## src/sv/imuepi_pkg.sv

```systemverilog
package imuepi_pkg;

  localparam int QUAT_FRAC_BITS = 30;
  localparam int STATE_WIDTH = 48;
  localparam int POS_WIDTH = 48;
  localparam int ACC_WIDTH = 64;
  localparam int OPND_WIDTH = STATE_WIDTH + 1;
  localparam int AMAG_WIDTH = STATE_WIDTH;
  localparam int BMAG_WIDTH = 32;
  localparam int PROD_WIDTH = AMAG_WIDTH + BMAG_WIDTH;
  localparam int DIGIT_WIDTH = 4;
  localparam int MUL_STEPS = BMAG_WIDTH / DIGIT_WIDTH;
  localparam int CNT_WIDTH = $clog2(MUL_STEPS);
  localparam int UOP_COUNT = 40;
  localparam int PC_WIDTH = $clog2(UOP_COUNT);
  localparam int SRC_COUNT = 32;

  localparam logic [31:0] DT_RESET = 32'd20452225;
  localparam logic signed [31:0] GZ_RESET = -32'sd642908;
  localparam logic signed [31:0] QUAT_ONE = 32'sd1 <<< QUAT_FRAC_BITS;

  localparam logic signed [ACC_WIDTH-1:0] S32_MAX = 64'sh0000_0000_7FFF_FFFF;
  localparam logic signed [ACC_WIDTH-1:0] S32_MIN = 64'shFFFF_FFFF_8000_0000;
  localparam logic signed [ACC_WIDTH-1:0] ST_MAX = (64'sd1 <<< (STATE_WIDTH - 1)) - 64'sd1;
  localparam logic signed [ACC_WIDTH-1:0] ST_MIN = -ST_MAX - 64'sd1;
  localparam logic signed [ACC_WIDTH-1:0] PS_MAX = (64'sd1 <<< (POS_WIDTH - 1)) - 64'sd1;
  localparam logic signed [ACC_WIDTH-1:0] PS_MIN = -PS_MAX - 64'sd1;

  typedef enum logic [1:0] {
    REG_TIME_STEP = 2'd0,
    REG_GRAV_X    = 2'd1,
    REG_GRAV_Y    = 2'd2,
    REG_GRAV_Z    = 2'd3
  } reg_idx_t;

  typedef struct packed {
    logic [63:0]        time_tag;
    logic signed [31:0] accel_x;
    logic signed [31:0] accel_y;
    logic signed [31:0] accel_z;
    logic signed [31:0] rate_x;
    logic signed [31:0] rate_y;
    logic signed [31:0] rate_z;
  } sample_t;

  typedef struct packed {
    logic [63:0]                  out_tag;
    logic signed [31:0]           quat_w;
    logic signed [31:0]           quat_x;
    logic signed [31:0]           quat_y;
    logic signed [31:0]           quat_z;
    logic signed [POS_WIDTH-1:0]  pos_x;
    logic signed [POS_WIDTH-1:0]  pos_y;
    logic signed [POS_WIDTH-1:0]  pos_z;
  } result_t;

  typedef enum logic [4:0] {
    S_Q0, S_Q1, S_Q2, S_Q3,
    S_A0, S_A1, S_A2,
    S_T0, S_T1, S_T2,
    S_R0, S_R1, S_R2,
    S_W0, S_W1, S_W2,
    S_V0, S_V1, S_V2,
    S_H0, S_H1, S_H2,
    S_P0, S_P1, S_P2,
    S_DT, S_DTSQ, S_ZERO
  } src_t;

  typedef enum logic [4:0] {
    D_NONE,
    D_T0, D_T1, D_T2,
    D_W0, D_W1, D_W2,
    D_DTSQ,
    D_H0, D_H1, D_H2,
    D_N0, D_N1, D_N2, D_N3,
    D_V0, D_V1, D_V2,
    D_P0, D_P1, D_P2
  } dst_t;

  typedef enum logic [1:0] {
    SH_Q,
    SH_H,
    SH_32,
    SH_33
  } shift_t;

  typedef enum logic [1:0] {
    K_SAT32,
    K_SAT2X,
    K_SAT48,
    K_RAW32
  } sat_t;

  typedef struct packed {
    src_t       a;
    src_t       b;
    shift_t     sh;
    logic       neg;
    logic       first;
    src_t       base;
    logic       add_g;
    logic [1:0] g_idx;
    logic       last;
    dst_t       dst;
    sat_t       kind;
  } uop_t;

  localparam logic [PC_WIDTH-1:0] UOP_LAST = PC_WIDTH'(UOP_COUNT - 1);

  function automatic uop_t mk(src_t a, src_t b, shift_t sh, logic neg, logic first,
                              src_t base, logic add_g, logic [1:0] g_idx,
                              logic last, dst_t dst, sat_t kind);
    uop_t u;
    u.a = a;
    u.b = b;
    u.sh = sh;
    u.neg = neg;
    u.first = first;
    u.base = base;
    u.add_g = add_g;
    u.g_idx = g_idx;
    u.last = last;
    u.dst = dst;
    u.kind = kind;
    return u;
  endfunction

  // Product step program. A step with first set starts a new sum from its base;
  // a step with last set writes the sum, saturated unless raw, to its destination.
  function automatic uop_t uop_at(logic [PC_WIDTH-1:0] k);
    uop_t u;
    case (k)
      // t = 2 * (qv x a)
      6'd0:  u = mk(S_Q2, S_A2, SH_Q, 1'b0, 1'b1, S_ZERO, 1'b0, 2'd0, 1'b0, D_NONE, K_SAT2X);
      6'd1:  u = mk(S_Q3, S_A1, SH_Q, 1'b1, 1'b0, S_ZERO, 1'b0, 2'd0, 1'b1, D_T0, K_SAT2X);
      6'd2:  u = mk(S_Q3, S_A0, SH_Q, 1'b0, 1'b1, S_ZERO, 1'b0, 2'd0, 1'b0, D_NONE, K_SAT2X);
      6'd3:  u = mk(S_Q1, S_A2, SH_Q, 1'b1, 1'b0, S_ZERO, 1'b0, 2'd0, 1'b1, D_T1, K_SAT2X);
      6'd4:  u = mk(S_Q1, S_A1, SH_Q, 1'b0, 1'b1, S_ZERO, 1'b0, 2'd0, 1'b0, D_NONE, K_SAT2X);
      6'd5:  u = mk(S_Q2, S_A0, SH_Q, 1'b1, 1'b0, S_ZERO, 1'b0, 2'd0, 1'b1, D_T2, K_SAT2X);
      // world accel = a + qw*t + qv x t + g
      6'd6:  u = mk(S_Q0, S_T0, SH_Q, 1'b0, 1'b1, S_A0, 1'b1, 2'd0, 1'b0, D_NONE, K_SAT32);
      6'd7:  u = mk(S_Q2, S_T2, SH_Q, 1'b0, 1'b0, S_ZERO, 1'b0, 2'd0, 1'b0, D_NONE, K_SAT32);
      6'd8:  u = mk(S_Q3, S_T1, SH_Q, 1'b1, 1'b0, S_ZERO, 1'b0, 2'd0, 1'b1, D_W0, K_SAT32);
      6'd9:  u = mk(S_Q0, S_T1, SH_Q, 1'b0, 1'b1, S_A1, 1'b1, 2'd1, 1'b0, D_NONE, K_SAT32);
      6'd10: u = mk(S_Q3, S_T0, SH_Q, 1'b0, 1'b0, S_ZERO, 1'b0, 2'd0, 1'b0, D_NONE, K_SAT32);
      6'd11: u = mk(S_Q1, S_T2, SH_Q, 1'b1, 1'b0, S_ZERO, 1'b0, 2'd0, 1'b1, D_W1, K_SAT32);
      6'd12: u = mk(S_Q0, S_T2, SH_Q, 1'b0, 1'b1, S_A2, 1'b1, 2'd2, 1'b0, D_NONE, K_SAT32);
      6'd13: u = mk(S_Q1, S_T1, SH_Q, 1'b0, 1'b0, S_ZERO, 1'b0, 2'd0, 1'b0, D_NONE, K_SAT32);
      6'd14: u = mk(S_Q2, S_T0, SH_Q, 1'b1, 1'b0, S_ZERO, 1'b0, 2'd0, 1'b1, D_W2, K_SAT32);
      // dt squared
      6'd15: u = mk(S_DT, S_DT, SH_32, 1'b0, 1'b1, S_ZERO, 1'b0, 2'd0, 1'b1, D_DTSQ, K_RAW32);
      // half angle increments
      6'd16: u = mk(S_R0, S_DT, SH_H, 1'b0, 1'b1, S_ZERO, 1'b0, 2'd0, 1'b1, D_H0, K_SAT32);
      6'd17: u = mk(S_R1, S_DT, SH_H, 1'b0, 1'b1, S_ZERO, 1'b0, 2'd0, 1'b1, D_H1, K_SAT32);
      6'd18: u = mk(S_R2, S_DT, SH_H, 1'b0, 1'b1, S_ZERO, 1'b0, 2'd0, 1'b1, D_H2, K_SAT32);
      // new quaternion
      6'd19: u = mk(S_Q1, S_H0, SH_Q, 1'b1, 1'b1, S_Q0, 1'b0, 2'd0, 1'b0, D_NONE, K_SAT32);
      6'd20: u = mk(S_Q2, S_H1, SH_Q, 1'b1, 1'b0, S_ZERO, 1'b0, 2'd0, 1'b0, D_NONE, K_SAT32);
      6'd21: u = mk(S_Q3, S_H2, SH_Q, 1'b1, 1'b0, S_ZERO, 1'b0, 2'd0, 1'b1, D_N0, K_SAT32);
      6'd22: u = mk(S_Q0, S_H0, SH_Q, 1'b0, 1'b1, S_Q1, 1'b0, 2'd0, 1'b0, D_NONE, K_SAT32);
      6'd23: u = mk(S_Q2, S_H2, SH_Q, 1'b0, 1'b0, S_ZERO, 1'b0, 2'd0, 1'b0, D_NONE, K_SAT32);
      6'd24: u = mk(S_Q3, S_H1, SH_Q, 1'b1, 1'b0, S_ZERO, 1'b0, 2'd0, 1'b1, D_N1, K_SAT32);
      6'd25: u = mk(S_Q0, S_H1, SH_Q, 1'b0, 1'b1, S_Q2, 1'b0, 2'd0, 1'b0, D_NONE, K_SAT32);
      6'd26: u = mk(S_Q3, S_H0, SH_Q, 1'b0, 1'b0, S_ZERO, 1'b0, 2'd0, 1'b0, D_NONE, K_SAT32);
      6'd27: u = mk(S_Q1, S_H2, SH_Q, 1'b1, 1'b0, S_ZERO, 1'b0, 2'd0, 1'b1, D_N2, K_SAT32);
      6'd28: u = mk(S_Q0, S_H2, SH_Q, 1'b0, 1'b1, S_Q3, 1'b0, 2'd0, 1'b0, D_NONE, K_SAT32);
      6'd29: u = mk(S_Q1, S_H1, SH_Q, 1'b0, 1'b0, S_ZERO, 1'b0, 2'd0, 1'b0, D_NONE, K_SAT32);
      6'd30: u = mk(S_Q2, S_H0, SH_Q, 1'b1, 1'b0, S_ZERO, 1'b0, 2'd0, 1'b1, D_N3, K_SAT32);
      // velocity, then position from the new velocity
      6'd31: u = mk(S_W0, S_DT, SH_32, 1'b0, 1'b1, S_V0, 1'b0, 2'd0, 1'b1, D_V0, K_SAT48);
      6'd32: u = mk(S_V0, S_DT, SH_32, 1'b0, 1'b1, S_P0, 1'b0, 2'd0, 1'b1, D_P0, K_SAT48);
      6'd33: u = mk(S_W0, S_DTSQ, SH_33, 1'b0, 1'b1, S_P0, 1'b0, 2'd0, 1'b1, D_P0, K_SAT48);
      6'd34: u = mk(S_W1, S_DT, SH_32, 1'b0, 1'b1, S_V1, 1'b0, 2'd0, 1'b1, D_V1, K_SAT48);
      6'd35: u = mk(S_V1, S_DT, SH_32, 1'b0, 1'b1, S_P1, 1'b0, 2'd0, 1'b1, D_P1, K_SAT48);
      6'd36: u = mk(S_W1, S_DTSQ, SH_33, 1'b0, 1'b1, S_P1, 1'b0, 2'd0, 1'b1, D_P1, K_SAT48);
      6'd37: u = mk(S_W2, S_DT, SH_32, 1'b0, 1'b1, S_V2, 1'b0, 2'd0, 1'b1, D_V2, K_SAT48);
      6'd38: u = mk(S_V2, S_DT, SH_32, 1'b0, 1'b1, S_P2, 1'b0, 2'd0, 1'b1, D_P2, K_SAT48);
      6'd39: u = mk(S_W2, S_DTSQ, SH_33, 1'b0, 1'b1, S_P2, 1'b0, 2'd0, 1'b1, D_P2, K_SAT48);
      default: u = mk(S_ZERO, S_ZERO, SH_Q, 1'b0, 1'b1, S_ZERO, 1'b0, 2'd0, 1'b0, D_NONE,
                      K_SAT32);
    endcase
    return u;
  endfunction

  function automatic logic signed [31:0] sat32(logic signed [ACC_WIDTH-1:0] x);
    logic signed [31:0] r;
    if (x > S32_MAX) begin
      r = 32'sh7FFF_FFFF;
    end else if (x < S32_MIN) begin
      r = 32'sh8000_0000;
    end else begin
      r = x[31:0];
    end
    return r;
  endfunction

  function automatic logic signed [STATE_WIDTH-1:0] sat_st(logic signed [ACC_WIDTH-1:0] x);
    logic signed [STATE_WIDTH-1:0] r;
    if (x > ST_MAX) begin
      r = ST_MAX[STATE_WIDTH-1:0];
    end else if (x < ST_MIN) begin
      r = ST_MIN[STATE_WIDTH-1:0];
    end else begin
      r = x[STATE_WIDTH-1:0];
    end
    return r;
  endfunction

  function automatic logic signed [POS_WIDTH-1:0] sat_pos(logic signed [STATE_WIDTH-1:0] v);
    logic signed [ACC_WIDTH-1:0] x;
    logic signed [POS_WIDTH-1:0] r;
    x = ACC_WIDTH'(v);
    if (x > PS_MAX) begin
      r = PS_MAX[POS_WIDTH-1:0];
    end else if (x < PS_MIN) begin
      r = PS_MIN[POS_WIDTH-1:0];
    end else begin
      r = x[POS_WIDTH-1:0];
    end
    return r;
  endfunction

endpackage

```

## src/sv/imu_euler_pose_integrator.sv

```systemverilog
// A result word follows once all products of the sample's update are done; no new
// sample is taken until that result is in the output register. The 40 products go
// one at a time through a 48 x 4 bit digit-serial multiplier (load, digit steps,
// round, accumulate), so it sets the rate whenever the output does not stall.
// Reset (rst, synchronous) restores the attitude to identity, velocity and position
// to zero, and the time step and gravity registers to their default values.
module imu_euler_pose_integrator import imuepi_pkg::*; (
  input  logic        clk,
  input  logic        rst,
  input  logic        sample_valid,
  output logic        sample_ready,
  input  sample_t     sample,
  output logic        result_valid,
  input  logic        result_ready,
  output result_t     result,
  input  logic        psel,
  input  logic        penable,
  input  logic        pwrite,
  input  logic [3:0]  paddr,
  input  logic [31:0] pwdata,
  output logic [31:0] prdata,
  output logic        pready
);

  typedef enum logic [5:0] {
    ST_IDLE  = 6'b000001,
    ST_LOAD  = 6'b000010,
    ST_MUL   = 6'b000100,
    ST_ROUND = 6'b001000,
    ST_ACCUM = 6'b010000,
    ST_DONE  = 6'b100000
  } state_t;

  localparam logic [CNT_WIDTH-1:0] MUL_LAST = CNT_WIDTH'(MUL_STEPS - 1);

  state_t state;
  logic [PC_WIDTH-1:0] pc;
  logic [CNT_WIDTH-1:0] cnt;

  logic [31:0] time_step;
  logic signed [31:0] grav [3];

  logic signed [31:0] q [4];
  logic signed [31:0] nq [4];
  logic signed [31:0] t [3];
  logic signed [31:0] w [3];
  logic signed [31:0] h [3];
  logic signed [31:0] acc_in [3];
  logic signed [31:0] rate [3];
  logic signed [STATE_WIDTH-1:0] v [3];
  logic signed [STATE_WIDTH-1:0] p [3];
  logic [31:0] dtsq;
  logic [63:0] tag;

  logic [AMAG_WIDTH-1:0] am;
  logic [BMAG_WIDTH-1:0] bm;
  logic msign;
  logic [PROD_WIDTH-1:0] prod;
  logic signed [ACC_WIDTH-1:0] rnd;
  logic signed [ACC_WIDTH-1:0] acc;

  uop_t op;
  logic signed [OPND_WIDTH-1:0] srcv [SRC_COUNT];
  logic signed [OPND_WIDTH-1:0] aval;
  logic signed [OPND_WIDTH-1:0] bval;
  logic [AMAG_WIDTH+DIGIT_WIDTH-1:0] pp;
  logic [PROD_WIDTH-1:0] rsum;
  logic [PROD_WIDTH-1:0] rmag;
  logic signed [ACC_WIDTH-1:0] gsel;
  logic signed [ACC_WIDTH-1:0] base_v;
  logic signed [ACC_WIDTH-1:0] acc_next;
  logic signed [31:0] w32;
  logic signed [STATE_WIDTH-1:0] wst;
  logic cfg_wr;
  logic sample_take;
  logic result_load;

  assign op = uop_at(pc);
  assign pready = 1'b1;
  assign cfg_wr = psel && penable && pwrite && pready;
  assign sample_ready = (state == ST_IDLE);
  assign sample_take = sample_valid && sample_ready;
  assign result_load = (state == ST_DONE) && (!result_valid || result_ready);

  always_comb begin
    for (int k = 0; k < SRC_COUNT; k++) begin
      srcv[k] = '0;
    end
    for (int k = 0; k < 4; k++) begin
      srcv[int'(S_Q0) + k] = OPND_WIDTH'(q[k]);
    end
    for (int k = 0; k < 3; k++) begin
      srcv[int'(S_A0) + k] = OPND_WIDTH'(acc_in[k]);
      srcv[int'(S_T0) + k] = OPND_WIDTH'(t[k]);
      srcv[int'(S_R0) + k] = OPND_WIDTH'(rate[k]);
      srcv[int'(S_W0) + k] = OPND_WIDTH'(w[k]);
      srcv[int'(S_V0) + k] = OPND_WIDTH'(v[k]);
      srcv[int'(S_H0) + k] = OPND_WIDTH'(h[k]);
      srcv[int'(S_P0) + k] = OPND_WIDTH'(p[k]);
    end
    srcv[S_DT] = OPND_WIDTH'($signed({1'b0, time_step}));
    srcv[S_DTSQ] = OPND_WIDTH'($signed({1'b0, dtsq}));
  end

  assign aval = srcv[op.a];
  assign bval = srcv[op.b];
  assign pp = am * bm[BMAG_WIDTH-1 -: DIGIT_WIDTH];

  // Round to nearest, ties away from zero, on the magnitude.
  always_comb begin
    case (op.sh)
      SH_Q: begin
        rsum = prod + (PROD_WIDTH'(1) << (QUAT_FRAC_BITS - 1));
        rmag = rsum >> QUAT_FRAC_BITS;
      end
      SH_H: begin
        rsum = prod + (PROD_WIDTH'(1) << (48 - QUAT_FRAC_BITS));
        rmag = rsum >> (49 - QUAT_FRAC_BITS);
      end
      SH_32: begin
        rsum = prod + (PROD_WIDTH'(1) << 31);
        rmag = rsum >> 32;
      end
      SH_33: begin
        rsum = prod + (PROD_WIDTH'(1) << 32);
        rmag = rsum >> 33;
      end
      default: begin
        rsum = prod;
        rmag = prod;
      end
    endcase
  end

  always_comb begin
    case (op.g_idx)
      2'd0: gsel = ACC_WIDTH'(grav[0]);
      2'd1: gsel = ACC_WIDTH'(grav[1]);
      2'd2: gsel = ACC_WIDTH'(grav[2]);
      default: gsel = '0;
    endcase
    if (op.first) begin
      base_v = ACC_WIDTH'(srcv[op.base]) + (op.add_g ? gsel : '0);
    end else begin
      base_v = acc;
    end
    acc_next = base_v + rnd;
    case (op.kind)
      K_SAT32: w32 = sat32(acc_next);
      K_SAT2X: w32 = sat32(acc_next <<< 1);
      K_RAW32: w32 = acc_next[31:0];
      default: w32 = sat32(acc_next);
    endcase
    wst = sat_st(acc_next);
  end

  always_comb begin
    case (reg_idx_t'(paddr[3:2]))
      REG_TIME_STEP: prdata = time_step;
      REG_GRAV_X: prdata = grav[0];
      REG_GRAV_Y: prdata = grav[1];
      REG_GRAV_Z: prdata = grav[2];
      default: prdata = '0;
    endcase
  end

  always_ff @(posedge clk) begin
    if (rst) begin
      time_step <= DT_RESET;
      grav[0] <= '0;
      grav[1] <= '0;
      grav[2] <= GZ_RESET;
    end else if (cfg_wr) begin
      case (reg_idx_t'(paddr[3:2]))
        REG_TIME_STEP: time_step <= pwdata;
        REG_GRAV_X: grav[0] <= pwdata;
        REG_GRAV_Y: grav[1] <= pwdata;
        REG_GRAV_Z: grav[2] <= pwdata;
        default: ;
      endcase
    end
  end

  always_ff @(posedge clk) begin
    if (rst) begin
      state <= ST_IDLE;
      pc <= '0;
      cnt <= '0;
      result_valid <= 1'b0;
      q[0] <= QUAT_ONE;
      q[1] <= '0;
      q[2] <= '0;
      q[3] <= '0;
      for (int k = 0; k < 3; k++) begin
        v[k] <= '0;
        p[k] <= '0;
      end
    end else begin
      if (result_load) begin
        result_valid <= 1'b1;
      end else if (result_ready) begin
        result_valid <= 1'b0;
      end
      case (state)
        ST_IDLE: begin
          if (sample_take) begin
            tag <= sample.time_tag;
            acc_in[0] <= sample.accel_x;
            acc_in[1] <= sample.accel_y;
            acc_in[2] <= sample.accel_z;
            rate[0] <= sample.rate_x;
            rate[1] <= sample.rate_y;
            rate[2] <= sample.rate_z;
            pc <= '0;
            state <= ST_LOAD;
          end
        end
        ST_LOAD: begin
          am <= aval[OPND_WIDTH-1] ? AMAG_WIDTH'(-aval) : AMAG_WIDTH'(aval);
          bm <= bval[OPND_WIDTH-1] ? BMAG_WIDTH'(-bval) : BMAG_WIDTH'(bval);
          msign <= aval[OPND_WIDTH-1] ^ bval[OPND_WIDTH-1] ^ op.neg;
          prod <= '0;
          cnt <= '0;
          state <= ST_MUL;
        end
        ST_MUL: begin
          // Most significant digit of the multiplier first.
          prod <= (prod << DIGIT_WIDTH) + PROD_WIDTH'(pp);
          bm <= bm << DIGIT_WIDTH;
          cnt <= cnt + 1'b1;
          if (cnt == MUL_LAST) begin
            state <= ST_ROUND;
          end
        end
        ST_ROUND: begin
          rnd <= msign ? -ACC_WIDTH'(rmag) : ACC_WIDTH'(rmag);
          state <= ST_ACCUM;
        end
        ST_ACCUM: begin
          acc <= acc_next;
          if (op.last) begin
            case (op.dst)
              D_T0: t[0] <= w32;
              D_T1: t[1] <= w32;
              D_T2: t[2] <= w32;
              D_W0: w[0] <= w32;
              D_W1: w[1] <= w32;
              D_W2: w[2] <= w32;
              D_DTSQ: dtsq <= w32;
              D_H0: h[0] <= w32;
              D_H1: h[1] <= w32;
              D_H2: h[2] <= w32;
              D_N0: nq[0] <= w32;
              D_N1: nq[1] <= w32;
              D_N2: nq[2] <= w32;
              D_N3: nq[3] <= w32;
              D_V0: v[0] <= wst;
              D_V1: v[1] <= wst;
              D_V2: v[2] <= wst;
              D_P0: p[0] <= wst;
              D_P1: p[1] <= wst;
              D_P2: p[2] <= wst;
              default: ;
            endcase
          end
          if (pc == UOP_LAST) begin
            state <= ST_DONE;
          end else begin
            pc <= pc + 1'b1;
            state <= ST_LOAD;
          end
        end
        ST_DONE: begin
          if (result_load) begin
            for (int k = 0; k < 4; k++) begin
              q[k] <= nq[k];
            end
            state <= ST_IDLE;
          end
        end
        default: state <= ST_IDLE;
      endcase
    end
  end

  always_ff @(posedge clk) begin
    if (result_load) begin
      result.out_tag <= tag;
      result.quat_w <= nq[0];
      result.quat_x <= nq[1];
      result.quat_y <= nq[2];
      result.quat_z <= nq[3];
      result.pos_x <= sat_pos(p[0]);
      result.pos_y <= sat_pos(p[1]);
      result.pos_z <= sat_pos(p[2]);
    end
  end

  a_take_starts: assert property (@(posedge clk) disable iff (rst)
    sample_take |=> (state == ST_LOAD) && (pc == '0))
    else $error("accepted sample did not start the step program");

  a_pc_range: assert property (@(posedge clk) disable iff (rst)
    pc <= UOP_LAST)
    else $error("step counter beyond program");

  a_mul_len: assert property (@(posedge clk) disable iff (rst)
    (state == ST_MUL) && (cnt == MUL_LAST) |=> (state == ST_ROUND))
    else $error("multiplier did not finish after its last digit");

  a_done_out: assert property (@(posedge clk) disable iff (rst)
    result_load |=> result_valid && (state == ST_IDLE))
    else $error("finished update did not reach the output register");

endmodule

```

## config.mk

```make
export PLATFORM = sky130hd
export DESIGN_NAME = imu_euler_pose_integrator
export DESIGN_NICKNAME = d
export VERILOG_FILES = /design/src/sv/imuepi_pkg.sv /design/src/sv/imu_euler_pose_integrator.sv
export SDC_FILE = /design/constraint.sdc
export NUM_CORES = 2
export LEC_CHECK = 0
export BUFFER_PORTS_ARGS = -buffer_cell sky130_fd_sc_hd__buf_2
export CORE_MARGIN = 1.5
export CORE_UTILIZATION = 25
export DETAILED_ROUTE_END_ITERATION = 10
export GPL_TIMING_DRIVEN = 1
export PLACE_DENSITY = 0.49
export SLEW_MARGIN = 40
export SYNTH_ARGS = -nofsm -noshare
export SYNTH_HDL_FRONTEND = slang
export SYNTH_SLANG_ARGS = --single-unit
```

## constraint.sdc

```tcl
create_clock -name clk -period 9.3 [get_ports clk]
set_input_delay 0.93 -clock clk [delete_from_list [all_inputs] [get_ports clk]]
set_output_delay 0.93 -clock clk [all_outputs]
set_load 0.02 [all_outputs]
```

Word level (Yosys, flattened, before mapping). Memory sizes are Yosys's and may differ from the RTL's. A register that Yosys moved wholly into a read port is not among the register bits. Index checks and enable logic that the tools add are counted.

Flip-flop bits (word level): 769. Bits in writable memories: 1120. Bits in read-only memories: 1920. Output and inout bits: 371. Word-level logic and storage cells: 350. Memories kept: 11.

$add $sub $neg: 12. Multipliers: 1. Magnitude comparators: 15. Equality and inequality tests: 42. Mux-type cells: 199. Bitwise logic cells: 19. Reductions and logical operators: 30.

Memory list: (no name shown) (words 64, width 30, read ports 1, clocked after Yosys merged registers in 1, wr ports 0, RTL line imuepi_pkg.sv:132) `case (k)`; p (words 3, width 48, read ports 3, clocked after Yosys merged registers in 0, wr ports 3, RTL line imu_euler_pose_integrator.sv:51) `logic signed [STATE_WIDTH-1:0] p [3];`; v (words 3, width 48, read ports 3, clocked after Yosys merged registers in 0, wr ports 3, RTL line imu_euler_pose_integrator.sv:50) `logic signed [STATE_WIDTH-1:0] v [3];`; nq (words 4, width 32, read ports 4, clocked after Yosys merged registers in 0, wr ports 1, RTL line imu_euler_pose_integrator.sv:44) `logic signed [31:0] nq [4];`; q (words 4, width 32, read ports 4, clocked after Yosys merged registers in 0, wr ports 4, RTL line imu_euler_pose_integrator.sv:43) `logic signed [31:0] q [4];`; acc_in (words 3, width 32, read ports 3, clocked after Yosys merged registers in 0, wr ports 3, RTL line imu_euler_pose_integrator.sv:48) `logic signed [31:0] acc_in [3];`; 5 more memories.

Operators by type and width (count): $bmux W49 S5 (3); $mux W32 (21); $mux W48 (12); $mux W49 (6); $reduce_or A32 Y1 (9); $pmux W64 S4 (1); $mux W64 (3); $pmux W64 S3 (1); $pmux W80 S2 (1); $gt A48 B48 Y1 const B (3); $lt A48 B48 Y1 const B (3); $add A64 B64 Y64 (2); $gt A64 B32 Y1 const B (2); $lt A64 B32 Y1 const B (2); $mux W1 (128); $pmux W32 S2 (2); $pmux W32 S4 (1); $add A80 B19 Y80 const B (1); $add A80 B30 Y80 const B (1); $add A80 B32 Y80 const B (1); $add A80 B33 Y80 const B (1); $add A80 B52 Y80 (1); $gt A64 B48 Y1 const B (1); $lt A64 B48 Y1 const B (1); other kinds (40) (111).

Logic depth before layout (Yosys ltp).
Word-level depth: 14. Gate-level depth with buffers: 41. Depth with buffers taken out: 34.

Worst setup path after synthesis. No wires, ideal clock.

Kind: reg2reg. Start: register state[2]. End: memory acc_in[0][0], enable pin. Setup time: 748 ps. Arrival time: 9660 ps. Slack: -1107 ps. Cell stages (with the launch flop): 6. Path buffers: 1. Cell sequence: dfxtp_1 clkbuf_1 or4b_2 nor3_2 nand2_1 nor2_1.

RTL lines: start, declared (RTL line imu_euler_pose_integrator.sv:36) `state_t state;`; start signal, assigned (RTL line imu_euler_pose_integrator.sv:186) `state <= ST_IDLE;`; start signal, assigned (RTL line imu_euler_pose_integrator.sv:215) `state <= ST_LOAD;`; start signal, assigned (RTL line imu_euler_pose_integrator.sv:224) `state <= ST_MUL;`; end, declared (RTL line imu_euler_pose_integrator.sv:48).

Worst setup path after layout.
Start: register op[12] (netlist name). End: memory nq[2][15] (data pin).

Word-level cells in the longest chain between the ends: 14.

Ends and longest elaborated chain: $not A5 Y6 (not written as such) * (RTL line imu_euler_pose_integrator.sv:143) `base_v = ACC_WIDTH'(srcv[op.base]) + (op.add_g ? gsel : '0);`; $bmux W49 S5 * (RTL line imu_euler_pose_integrator.sv:143); $mux W49 (not written as such) * (2 in a row) (RTL line imu_euler_pose_integrator.sv:143); $add A64 B64 Y64 * (RTL line imu_euler_pose_integrator.sv:143); $mux W64 * (RTL line imu_euler_pose_integrator.sv:142) `if (op.first) begin`; $add A64 B64 Y64 * (RTL line imu_euler_pose_integrator.sv:147) `acc_next = base_v + rnd;`; $lt A64 B32 Y1 (RTL line imuepi_pkg.sv:189) `end else if (x < S32_MIN) begin`; $mux W32 (RTL line imuepi_pkg.sv:189); $mux W32 (RTL line imuepi_pkg.sv:187) `if (x > S32_MAX) begin`; $pmux W32 S2 * (RTL line imu_euler_pose_integrator.sv:148) `case (op.kind)`; via w32[15] (RTL line imu_euler_pose_integrator.sv:72) `logic signed [31:0] w32;`; $mux W32 (no source line) (2 in a row); $mux W32 (no source line) *; end, declared (RTL line imu_euler_pose_integrator.sv:44).

Mark *: on every way through the listed nets, which the timed path passes. The rest lies on a longest branch. The select of a mux whose other input is x is not followed.

==> impl_summary.md <==
Clock tree
The clock transition at the registers of the reported paths is ~0.060 ns. The maximum level of the CTS H-tree is 4. After clock tree synthesis, the flow added hold-fix buffers numbering 0. The clock tree from TritonCTS is yes.

In this run the deepest clock path goes through 4 buffers. The cell sitting at the root of the clock tree is a sky130_fd_sc_hd__clkbuf_16. The worst-skew pair later-pin latency is roughly 0.98 ns. TritonCTS created 220 clock buffers. The number of clock sinks seen by CTS is around 1900.

Final layout
The filler cell count in the final layout is 44870. Once layout is done, the placed cells without fillers occupy roughly 140000 sq um. At the end of the flow the core is filled with cells to 0.3087. The most frequent standard cell in the layout excluding fill and tap cells is sky130_fd_sc_hd__edfxtp_1. In the final layout, the share of cells above drive strength 1 is 0.2911. In the layout the commonest cells are sky130_fd_sc_hd__edfxtp_1 (1841), sky130_fd_sc_hd__buf_4 (878), sky130_fd_sc_hd__buf_2 (666), sky130_fd_sc_hd__nand2_1 (653), sky130_fd_sc_hd__nor2_1 (641). The number of non-filler instances in the completed layout is between 15000 and 20000. Relative to the synthesized area, the layout overhead comes to 22.72%. The number of nets at the end of the flow is 10780.

Pwr
The internal power of the cells totals around 19000 uW. The overall power of the completed layout is between 20000 and 30000 uW. The power density relative to cell area is ~200 nW/um^2.

The sequential share of power is 0.389. The relative contribution of the clock network to total power is 0.319. The combinational cell fraction of total power is 0.292. Of the total power, the share spent switching nets is 0.3277. The largest voltage drop on the vdd net is around 170 uV. The cell leakage power is between 0.05 and 0.06 uW. The switching power is roughly 9100 uW.

Yosys
By area the synthesized netlist is led by sky130_fd_sc_hd__edfxtp_1 (50%), sky130_fd_sc_hd__mux4_2 (11%), sky130_fd_sc_hd__mux2i_1 (3.5%). After synthesis, the netlist uses 114 different library cells. Of the synthesized area, sequential elements account for 0.5106.

The flip-flop cell with the highest count after synthesis is sky130_fd_sc_hd__edfxtp_1. The number of nets in the synthesized netlist is slightly below 10000. For this run, the number of Yosys warnings is 0.

The post-synthesis sequential element count is about 1900. The mean instance size in the synthesized netlist is about 12 sq um. The post-synthesis cell area is ~110000 sq um. In the synthesized netlist, the number of instances is ~9000.

The number of enable-type register cells in the synthesized netlist is between 1500 and 2000. The fraction of registers with async set/reset is 0. The proportion of netlist area held by the largest area contributor is 0.4968. The cell type contributing the most total cell area after synthesis is sky130_fd_sc_hd__edfxtp_1.

Worst setup path
The critical setup path kind is flip-flop to flip-flop. STA classifies the critical path startpoint as a flip-flop. STA puts the critical path data arrival time at between 9 and 10 ns. The largest individual stage delay along the critical path comes from the cell sky130_fd_sc_hd__a21oi_1. The worst register-to-register path has a setup slack of approximately 0.075 ns. The cell seen most often among critical-path stages is sky130_fd_sc_hd__buf_4. In this run the worst setup path begins at op[12]. STA classifies the critical path endpoint as a flip-flop.

In this design, the stage delay of the slowest critical-path cell is ~0.67 ns. The largest driver fanout on the critical path is 29. The worst setup path endpoint is nq[2][15]. The end of the worst register-to-register path is nq[2][15].

The worst register-to-register path begins at op[12]. The worst register-to-register path has a depth of 36. The required arrival time at the worst endpoint is 9.94 ns.

Timing
The final critical delay including setup and external delays is between 9 and 10 ns. The final critical-path share of the clock period is 0.9919. Setup violations remaining at the end of the flow were counted as 0. The worst-case clock skew is 0.1238 ns. The slew at the pin closest to its max-slew limit is about 0.98 ns. The number of max-slew violations in the final report is 0. The sum of negative setup slack is 0 ns. The relative max-transition margin is 0.3427. The timing-limited maximum frequency is about 110 MHz. The final hold violation count came to 0.

Global routing
The leftover overflow at the end of global routing is 0. The first global-routing pass estimated around 700000 um of wire. The global routing usage summed across all routing layers is 0.2155. The pin count of the biggest net entering global routing is between 100 and 150. The number of global-route vias before repair is 84030. The initial antenna violation count came to between 70 and 80.

Floorplanning
The floorplan die width is approximately 670 um. For this configuration, the core starts out at a cell density of 0.2516. The core region area is roughly 440000 sq um. In this run the vertical extent of the chip is 670.2 um.

The floorplan die area is ~450000 sq um. The number of top-level pins is between 600 and 700. The initialized floorplan defines around 240 standard-cell rows.

Route
The residual antenna-violating net count after detailed routing is 0. For this block, the via count after detailed routing is ~85000. In the routed layout, each cell is associated on average with a via count of between 5 and 6.

After detailed routing, the average wire length per cell comes to 30.91 um. The routed wire length is between 500000 and 600000 um. In the routed design, unresolved DRC markers number 0.

For this run, the detailed router's first-pass iteration total came to 6. The number of DRC markers in iteration 0 is 9391.

Place
The number of cells after detailed placement is 15780. The detailed-placement wirelength estimate is roughly 380000 um. Routability-driven placement finished with a final weighted congestion of around 0.97.

The post-detailed-placement cell area is 127800 sq um. The count of input and output buffers is approximately 670.

Run
The number of max-capacitance violations reported is 0.

Run status
The run finished with clean final reports.

Min path
The worst hold path class is input pin to flip-flop.
## critical path: cells and delay by family, from the launching register on
family,cells,cell delay (ns)
DFF,1,0.40
adders and majority gates,2,0.68
AOI/OAI and AO/OA,20,4.58
buffers and inverters,9,1.76
and+or+nand+nor,4,1.14
xor gates and xnor gates,1,0.20
## Yosys cell counts, types with 32 or more instances
| master | count |
|---|---|
| sky130_fd_sc_hd__nor3_1 | 132 |
| sky130_fd_sc_hd__mux4_2 | 536 |
| sky130_fd_sc_hd__buf_1 | 66 |
| sky130_fd_sc_hd__o22ai_1 | 116 |
| sky130_fd_sc_hd__buf_2 | 108 |
| sky130_fd_sc_hd__and2_1 | 290 |
| sky130_fd_sc_hd__o31ai_1 | 55 |
| sky130_fd_sc_hd__mux2_2 | 160 |
| sky130_fd_sc_hd__or3_1 | 71 |
| sky130_fd_sc_hd__nand4_1 | 99 |
| sky130_fd_sc_hd__fa_1 | 141 |
| sky130_fd_sc_hd__edfxtp_1 | 1841 |
| sky130_fd_sc_hd__and4_1 | 32 |
| sky130_fd_sc_hd__o21a_1 | 40 |
| sky130_fd_sc_hd__a21oi_1 | 498 |
| sky130_fd_sc_hd__a31oi_1 | 58 |
| sky130_fd_sc_hd__a221oi_1 | 32 |
| sky130_fd_sc_hd__o221ai_1 | 35 |
| sky130_fd_sc_hd__a21o_1 | 97 |
| sky130_fd_sc_hd__mux2i_1 | 390 |
| sky130_fd_sc_hd__nand3b_1 | 45 |
| sky130_fd_sc_hd__xnor2_1 | 258 |
| sky130_fd_sc_hd__nand2b_1 | 81 |
| sky130_fd_sc_hd__and3_1 | 35 |
| sky130_fd_sc_hd__o211ai_1 | 52 |
| sky130_fd_sc_hd__o21ai_0 | 402 |
| sky130_fd_sc_hd__buf_4 | 45 |
| sky130_fd_sc_hd__clkbuf_1 | 516 |
| sky130_fd_sc_hd__inv_1 | 247 |
| sky130_fd_sc_hd__nor2_1 | 665 |
| sky130_fd_sc_hd__dfxtp_1 | 77 |
| sky130_fd_sc_hd__xor2_1 | 183 |
| sky130_fd_sc_hd__a211oi_1 | 127 |
| sky130_fd_sc_hd__nand3_1 | 135 |
| sky130_fd_sc_hd__nand2_1 | 661 |
| sky130_fd_sc_hd__ha_1 | 189 |
## per-stage QoR
| step | setup slack, ns | hold WS (ns) |
|---|---|---|
| floorplan | 0.01745 | 0.4003 |
| global placement | -0.7738 | 0.4005 |
| detailed placement | -0.6383 | 0.4045 |
| CTS | 0.01158 | 0.08130 |
| global route | -0.05059 | 0.1224 |
| finish | 0.07515 | 0.1556 |
## power by group through the flow
stage | registers (uW) | logic [uW] | clock network, uW
2_1_floorplan | 10900 | 4750 | 0
3_3_place_gp | 11000 | 7910 | 0
3_5_place_dp | 11000 | 7930 | 0
4_1_cts | 10900 | 8000 | 9050
5_1_grt | 10900 | 8680 | 9340
6_report | 10900 | 8160 | 8900
## how the worst min path moves through the flow
stage | cells after the start | from | end | slack (ns)
2_1_floorplan | 0 | tag[0] | result[272] | 0.40
3_3_place_gp | 0 | tag[45] | result[317] | 0.40
3_5_place_dp | 0 | tag[0] | result[272] | 0.40
4_1_cts | 1 | sample[65] | rate[0][1] | 0.08
5_1_grt | 1 | sample[0] | rate[0][64] | 0.12
6_report | 1 | sample[231] | tag[39] | 0.16
## layer usage
layer / global-route usage / part of all wire / up-vias
li1: - / - / 36550
met1: 0.2682 / 0.39 / 43660
met2: 0.3496 / 0.46 / 4168
met3: 0.04532 / 0.084 / 910
met4: 0.1172 / 0.064 / 22
met5: 0 / 0.00035 / -
## registers in the layout, indices dropped and copies added, names as in the netlist, 64 cells and up
register	flops
result	336
p	144
v	144
nq	128
q	128
acc_in	96
grav	96
h	96
rate	96
t	96
w	96
prod	80
acc	64
rnd	64
tag	64
## repair_timing
| item | CTS | global route |
|---|---|---|
| cloned | 2 | 5 |
| resized for setup | 44 | 134 |
| endpoints found under the setup margin | 716 | 716 |
| endpoints found under the hold margin | 0 | 0 |
| pin swaps | 10 | 45 |
| buffers inserted | 4 | 36 |
## final cells by class
class	count	area [sq um]	area share
flip-flops and latches	1918	56880	0.4165
multi-input cells	6083	51570	0.3776
repair buffers	1676	12450	0.09115
well taps	5904	7387	0.05409
clock buffers	270	5804	0.04250
clock inverters	134	1429	0.01046
inverters	252	955.9	0.006999
diodes	36	90.09	0.0006596
## logic make-up (layout without fill, tap and decap cells)
logic type,count (synthesis),count (layout),synth area share
and+or+nand+nor,2443,2443,0.1087
DFF,1918,1918,0.5106
AOI/OAI and AO/OA,1780,1780,0.1017
muxes,1086,1086,0.1597
buffers and inverters,1002,2332,0.03754
xor gates and xnor gates,443,443,0.03506
adders and majority gates,330,330,0.04661
other,1,37,0.00003370
(Power assumes the default switching activity.)
